<file path="src/rtl/ntg_pkg.sv">
// Shared types and constants for the note tone generator.
// No dependencies; every other file in rtl/ imports this package.
`default_nettype none

package ntg_pkg;

    // Operation codes of an input item
    localparam logic OP_TICK = 1'b0;
    localparam logic OP_NOTE = 1'b1;

    // Configuration register indexes
    localparam int CFG_INDEX_W = 2;
    localparam int CFG_DATA_W  = 4;
    localparam logic [CFG_INDEX_W-1:0] REG_TEMPO_SHIFT  = 2'd0;
    localparam logic [CFG_INDEX_W-1:0] REG_OCTAVE_SHIFT = 2'd1;

    // Note length: 80000 ticks for length code 0
    localparam int LEN_W = 17;
    localparam logic [LEN_W-1:0] BASE_LENGTH = 17'd80000;

    // Half period ROM: H = floor((5e13 << k) / F[r]) for k = 0..ROM_SHIFTS-1
    localparam int HALF_W           = 16;
    localparam int SEMIS_PER_OCTAVE = 12;
    localparam int ROM_SHIFTS       = 10;
    localparam logic [HALF_W-1:0] HALF_MAX = 16'hFFFF;
    localparam logic [63:0] HALF_NUMERATOR = 64'd50000000000000;
    localparam logic [63:0] FREQ_SCALED [SEMIS_PER_OCTAVE] = '{
        64'd220000000000, 64'd233081880759, 64'd246941650628, 64'd261625565301,
        64'd277182630977, 64'd293664767917, 64'd311126983722, 64'd329627556913,
        64'd349228231433, 64'd369994422712, 64'd391995435982, 64'd415304697580
    };

    typedef struct packed {
        logic       operation;
        logic [3:0] note_index;
        logic [3:0] octave_number;
        logic [2:0] length_code;
        logic       rest_flag;
    } ntg_in_t;

    typedef struct packed {
        logic pin_level;
        logic busy_res;
        logic note_done;
    } ntg_out_t;

    typedef struct packed {
        logic [2:0]        tempo_shift;
        logic signed [3:0] octave_shift;
    } ntg_cfg_t;

endpackage

`default_nettype wire

</file>
<file path="src/rtl/ntg_half_rom.sv">
// Semitone to half-period lookup, built at elaboration from the pitch constants.
// Depends on ntg_pkg.
`default_nettype none

module ntg_half_rom (
    input  wire logic [3:0]        note_index,
    input  wire logic [3:0]        octave_number,
    input  wire logic signed [3:0] octave_shift,
    output logic [ntg_pkg::HALF_W-1:0] half_period
);
    import ntg_pkg::*;

    // octave offset bucket qq: the semitone lies in octave qq - Q_ZERO
    localparam logic [5:0] Q_ZERO = 6'd12;
    localparam logic [5:0] Q_SAT  = 6'(12 - ROM_SHIFTS + 1);

    logic [HALF_W-1:0] tbl [ROM_SHIFTS][SEMIS_PER_OCTAVE];

    for (genvar k = 0; k < ROM_SHIFTS; k++) begin : g_shift
        for (genvar r = 0; r < SEMIS_PER_OCTAVE; r++) begin : g_semi
            localparam logic [63:0] RAW = (HALF_NUMERATOR << k) / FREQ_SCALED[r];
            assign tbl[k][r] = (RAW > {48'd0, HALF_MAX}) ? HALF_MAX : RAW[HALF_W-1:0];
        end
    end

    logic [5:0]        oct_sum;
    logic              wrap;
    logic [3:0]        semi_r;
    logic [5:0]        qq;
    logic [5:0]        rom_k;
    logic [5:0]        down_sh;
    logic [HALF_W-1:0] shifted;

    always_comb begin
        oct_sum = {2'b00, octave_number} + {{2{octave_shift[3]}}, octave_shift} + 6'd8;
        wrap    = (note_index >= 4'd12);
        semi_r  = wrap ? (note_index - 4'd12) : note_index;
        qq      = oct_sum + {5'd0, wrap};
        rom_k   = Q_ZERO - qq;
        down_sh = qq - Q_ZERO;
        shifted = tbl[0][semi_r] >> down_sh[4:0];
        if (qq < Q_SAT) begin
            half_period = HALF_MAX;
        end else if (qq <= Q_ZERO) begin
            half_period = tbl[rom_k[3:0]][semi_r];
        end else if (shifted == '0) begin
            half_period = HALF_W'(1);
        end else begin
            half_period = shifted;
        end
    end

endmodule

`default_nettype wire

</file>
<file path="src/rtl/ntg_voice.sv">
// Note state: length budget, phase counter and pin level, updated once per item.
// Depends on ntg_pkg and ntg_half_rom.
`default_nettype none

module ntg_voice (
    input  wire logic              aclk,
    input  wire logic              aresetn,
    input  wire logic              step,
    input  wire ntg_pkg::ntg_in_t  item,
    input  wire ntg_pkg::ntg_cfg_t cfg,
    output ntg_pkg::ntg_out_t      result
);
    import ntg_pkg::*;

    logic              active_reg,  active_next;
    logic              resting_reg, resting_next;
    logic              level_reg,   level_next;
    logic [HALF_W-1:0] half_reg,    half_next;
    logic [HALF_W-1:0] phase_reg,   phase_next;
    logic [LEN_W-1:0]  rem_reg,     rem_next;
    logic              done;

    logic [HALF_W-1:0] rom_half;
    logic [3:0]        len_sh;
    logic [LEN_W-1:0]  len;
    logic [LEN_W-1:0]  new_period;
    logic [LEN_W-1:0]  cur_period;
    logic [HALF_W-1:0] phase_inc;
    logic [LEN_W-1:0]  rem_after;

    ntg_half_rom u_rom (
        .note_index    (item.note_index),
        .octave_number (item.octave_number),
        .octave_shift  (cfg.octave_shift),
        .half_period   (rom_half)
    );

    always_comb begin
        len_sh     = {1'b0, item.length_code} + {1'b0, cfg.tempo_shift};
        len        = BASE_LENGTH >> len_sh;
        new_period = {rom_half, 1'b0};
        cur_period = {half_reg, 1'b0};
        phase_inc  = phase_reg + HALF_W'(1);
        rem_after  = rem_reg - cur_period;

        active_next  = active_reg;
        resting_next = resting_reg;
        level_next   = level_reg;
        half_next    = half_reg;
        phase_next   = phase_reg;
        rem_next     = rem_reg;
        done         = 1'b0;

        if (item.operation == OP_NOTE) begin
            resting_next = item.rest_flag;
            half_next    = rom_half;
            phase_next   = '0;
            rem_next     = len;
            if (item.rest_flag) begin
                active_next = 1'b1;
                level_next  = 1'b0;
            end else begin
                // at least one full period has to fit, otherwise stay silent
                active_next = (len >= new_period);
                level_next  = (len >= new_period);
            end
        end else if (active_reg) begin
            if (resting_reg) begin
                rem_next = rem_reg - LEN_W'(1);
                if (rem_reg == LEN_W'(1)) begin
                    active_next = 1'b0;
                    done        = 1'b1;
                end
            end else if (phase_inc == half_reg) begin
                phase_next = '0;
                level_next = !level_reg;
                // low to high ends a period; stop if the next one will not fit
                if (!level_reg) begin
                    rem_next = rem_after;
                    if (rem_after < cur_period) begin
                        active_next = 1'b0;
                        level_next  = 1'b0;
                        done        = 1'b1;
                    end
                end
            end else begin
                phase_next = phase_inc;
            end
        end

        result.pin_level = level_next;
        result.busy_res  = active_next;
        result.note_done = done;
    end

    always_ff @(posedge aclk) begin
        if (!aresetn) begin
            active_reg  <= 1'b0;
            resting_reg <= 1'b0;
            level_reg   <= 1'b0;
        end else if (step) begin
            active_reg  <= active_next;
            resting_reg <= resting_next;
            level_reg   <= level_next;
        end
    end

    always_ff @(posedge aclk) begin
        if (step) begin
            half_reg  <= half_next;
            phase_reg <= phase_next;
            rem_reg   <= rem_next;
        end
    end

endmodule

`default_nettype wire

</file>
<file path="src/rtl/note_tone_generator.sv">
// Top level: input register, configuration registers, voice and result register.
// Depends on ntg_pkg and ntg_voice.
`default_nettype none

// Square wave note generator. Each input transfer is either a one microsecond
// tick or a note command; each produces exactly one result transfer carrying
// the pin level, busy flag and end-of-note flag after that item. One item is
// taken every clock cycle when the result side keeps up; an item is held in
// the input register and its result in the result register.
// The cycle is bounded by the command path: semitone arithmetic, the
// half-period ROM lookup and the length-versus-period compare. tempo_shift
// (index 0) and octave_shift (index 1) are written through the cfg port, others
// ignored; the user must write only while no note is in flight (unenforced).

module note_tone_generator (
    input  wire logic                           aclk,
    input  wire logic                           aresetn,
    input  wire logic                           s_valid,
    output logic                                s_ready,
    input  wire ntg_pkg::ntg_in_t               s_data,
    output logic                                m_valid,
    input  wire logic                           m_ready,
    output ntg_pkg::ntg_out_t                   m_data,
    input  wire logic                           cfg_valid,
    output logic                                cfg_ready,
    input  wire logic [ntg_pkg::CFG_INDEX_W-1:0] cfg_index,
    input  wire logic [ntg_pkg::CFG_DATA_W-1:0]  cfg_data
);
    import ntg_pkg::*;

    logic      in_vld_reg;
    ntg_in_t   in_reg;
    logic      out_vld_reg;
    ntg_out_t  out_reg;
    ntg_cfg_t  cfg_reg;
    ntg_out_t  voice_res;
    logic      advance;
    logic      step;

    assign advance   = !out_vld_reg || m_ready;
    assign step      = in_vld_reg && advance;
    assign s_ready   = !in_vld_reg || advance;
    assign cfg_ready = 1'b1;
    assign m_valid   = out_vld_reg;
    assign m_data    = out_reg;

    ntg_voice u_voice (
        .aclk    (aclk),
        .aresetn (aresetn),
        .step    (step),
        .item    (in_reg),
        .cfg     (cfg_reg),
        .result  (voice_res)
    );

    always_ff @(posedge aclk) begin
        if (!aresetn) begin
            in_vld_reg  <= 1'b0;
            out_vld_reg <= 1'b0;
        end else begin
            if (s_valid && s_ready) begin
                in_vld_reg <= 1'b1;
            end else if (step) begin
                in_vld_reg <= 1'b0;
            end
            if (step) begin
                out_vld_reg <= 1'b1;
            end else if (m_ready) begin
                out_vld_reg <= 1'b0;
            end
        end
    end

    always_ff @(posedge aclk) begin
        if (s_valid && s_ready) begin
            in_reg <= s_data;
        end
        if (step) begin
            out_reg <= voice_res;
        end
    end

    always_ff @(posedge aclk) begin
        if (!aresetn) begin
            cfg_reg <= '0;
        end else if (cfg_valid && cfg_ready) begin
            unique case (cfg_index)
                REG_TEMPO_SHIFT:  cfg_reg.tempo_shift  <= cfg_data[2:0];
                REG_OCTAVE_SHIFT: cfg_reg.octave_shift <= cfg_data;
                default: ;
            endcase
        end
    end

endmodule

`default_nettype wire
</file>
<file path="config.mk">
export PLATFORM = sky130hd
export DESIGN_NAME = note_tone_generator
export DESIGN_NICKNAME = d
export VERILOG_FILES = /design/src/rtl/ntg_pkg.sv /design/src/rtl/ntg_half_rom.sv /design/src/rtl/ntg_voice.sv /design/src/rtl/note_tone_generator.sv
export SDC_FILE = /design/constraint.sdc
export NUM_CORES = 1
export LEC_CHECK = 0
export ABC_AREA = 1
export BUFFER_PORTS_ARGS = -buffer_cell sky130_fd_sc_hd__buf_4
export CORE_UTILIZATION = 45
export DETAILED_ROUTE_END_ITERATION = 7
export GPL_TIMING_DRIVEN = 0
export PLACE_DENSITY_LB_ADDON = 0.08
export SETUP_SLACK_MARGIN = 0.02
export SLEW_MARGIN = 25
export SYNTH_ARGS = -nofsm -noshare
export SYNTH_HDL_FRONTEND = slang
export SYNTH_HIERARCHICAL = 1
export SYNTH_SLANG_ARGS = --single-unit
</file>
<file path="constraint.sdc">
create_clock -name aclk -period 5.9 [get_ports aclk]
set_clock_uncertainty 0.05 [all_clocks]
set_input_delay 0.59 -clock aclk [delete_from_list [all_inputs] [get_ports aclk]]
set_output_delay 0.59 -clock aclk [all_outputs]
set_load 0.005 [all_outputs]
</file>
==> out/metrics.cfg <==
[global_route]
grt_pass1_wl_mm=55.5
grt_antenna_before_repair=0
grt_usage_pct=33.5
grt_pass1_vias=10057
grt_overflow_total=0
grt_start_max_net_pins=17

[drt]
drtIter0Drc=993
wl_per_cell_um=19.4
first_pass_iters=8
vias=10645
vias_per_cell=5.74
antenna_left=0
totalWireLength_mm=36.0
route.detailed.drc=0

[worst_setup_path]
start_kind=flop
cp.arrival_ns=5.55
critPathMaxFanout=10
crit_required_ns=5.96
r2r_cells=33
cpMostUsedCell=nand2_1
crit_family=adder cells
path_depth=33
rrSetupSlack_ns=0.40
critPathMaxStageDelay_ns=0.51
worstSetupEndpointType=flop
worst-setup-path-type=reg -> reg
worst_path_max_delay_cell=fa_1
critPathBufInv=7

[layout]
fin_area_mm2=0.0105
stdcell_count=1854
antenna_cells=0
fin_nets=1684
final_layout_size_suffix_gt1_share_pct=8.55
largest_register_ffs=17
area_growth_pct=9.50

[timing]
period_needed_ns=5.50
final.period_utilization_pct=93.2
layout_setup_ws_ns=0.404
maxSlewViolCount=0
clock.fmax_ghz=0.182
slew-limit-headroom_pct=44.3
grt_setup_unrepaired=no
tightest_slew_ns=0.835
hold_viol=0
hold_ws_ns=0.365
final-setup-viol-count=0

[synth]
synth.top_cell.area_share_pct=20.4
synth_fp_nets=1643
yosys_warnings=6
synthFlopType=edfxtp_1
synth-async-reset-ratio_pct=0
synth_edf_count=65
synth_top_area_cell=edfxtp_1
yosysSeqAreaShare_pct=22.9
synth_most_common_cell=nand2_1
synth_cells=1533
synth_cell_types=55
syn_area_per_cell_um2=6.25
netlist_area_mm2=0.00959
synth_seq_cells=77
yosys-top-cells-area=edfxtp_1 (20%), nand2_1 (18%), ha_1 (11%)
synthTopCellsByCount=nand2_1 (467), inv_1 (188), nand3_1 (179)

[place]
routabilityCongestion=1.05
dp_worst_setup_slack_ns=-0.119
place_inst=1836
portBuffers=28
place_hpwl_mm=28.2
post_dp_cell_area_mm2=0.0101

[die]
die_w_um=148
core_region_area_mm2=0.0210
fp.dieH_um=148
start_util_pct=45.7
dieArea_mm2=0.0219
io_pins=30
num_rows=53

[pwr]
p_leak_nw=5.21
cellPowerDensity_mw_per_mm2=266
total_power_w=0.00279
ir_drop_uv=157

[clock_tree]
cts-buffers-inserted=9
cts_tree=built
clockBufferDepth=2
cts_root_buf=clkbuf_16
numClockSinks=77
postCtsHoldBufs=0
ctsHtreeMaxLevel=3
cts.reportedPaths.clkPinSlew_ns=0.07
clk_latency_ns=0.35

[min_path]
hold_path_class=in -> reg
min_delay_path_depth=1

[status]
status=complete, no violations

[flow_run]
maxCapViolations=0

==> path summary, 6_finish.rpt <==
path / start / to
setup / recovery: in_reg[10] / m_data[1]
hold / removal: s_data[7] / in_reg[7]
setup reg to reg: in_reg[10] / m_data[1]
hold reg to reg: in_vld_reg / m_valid
==> metal layers <==
layer / wire, µm / GRT usage [%] / up-vias
met4: 2090 / 19.1 / 0
li1: - / - / 5132
met3: 2890 / 6.36 / 146
met5: 0 / 0 / -
met1: 14200 / 40.1 / 4841
met2: 16800 / 56.2 / 526
==> final cells by class <==
cell class / count / area, µm²
Fill cell: 2260 / 10500
Multi-Input combinational cell: 1207 / 6370
Sequential cell: 77 / 2190
Inverter: 197 / 744
Tap cell: 275 / 344
Buffer: 52 / 320
Clock buffer: 11 / 264
Timing Repair Buffer: 30 / 225
Clock inverter: 5 / 40.0
==> stage by stage <==
| step | util, % | TNS (ns) |
|---|---|---|
| finish | 50.1 | 0 |
| global route | 50.1 | 0 |
| CTS | 49.9 | 0 |
| detailed placement | 48.4 | -0.119 |
| global placement | 48.4 | -0.401 |
| floorplan | - | 0 |
==> logic make-up (layout without fill, tap and decap cells) <==
kind of cell    after synthesis  in the layout  share of synthesized area (%)
compound gates              220            220                           12.9
xor+xnor                     24             24                           2.19
fa+ha+maj                    86             86                           11.5
buf+inv                     249            295                           11.0
flops                        77             77                           22.9
other cells                   1              1                         0.0391
simple gates                876            876                           39.5
==> power breakdown <==
part / switching (W) / internal, W / total [W]
clock network: 0.000247 / 0.000326 / 0.000573
logic: 0.00109 / 0.000470 / 0.00156
registers: 0.0000229 / 0.000639 / 0.000662
total: 0.00136 / 0.00143 / 0.00279
==> layout by cell type, fill, tap and decap left out, types with 3 or more instances in the layout <==
cell and n:
nand2_1 462, inv_1 188, nand3_1 179, nor2_1 137, o21ai_0 86, ha_1 82, a21oi_1 74, edfxtp_1 65
buf_4 40, nand4_1 24, nand2_2 19, xor2_1 19, nor3_1 17, clkbuf_1 15, nor2_2 13, dfxtp_1 12
o21ai_1 11, o211ai_1 11, clkbuf_16 10, buf_2 10, buf_6 9, a31oi_1 9, nor2_4 8, nand3b_1 6
buf_1 6, xnor2_1 5, o221ai_1 4, fa_1 4, inv_2 4, clkinv_4 3, o21bai_1 3, o31ai_1 3
clkinv_1 3, o2111ai_1 3
==> timing repair <==
item	CTS	global route
buffers inserted	0	2
gates resized for setup	1	16
endpoints found under the setup margin	3	4
Power figures use the tool's default switching activity.
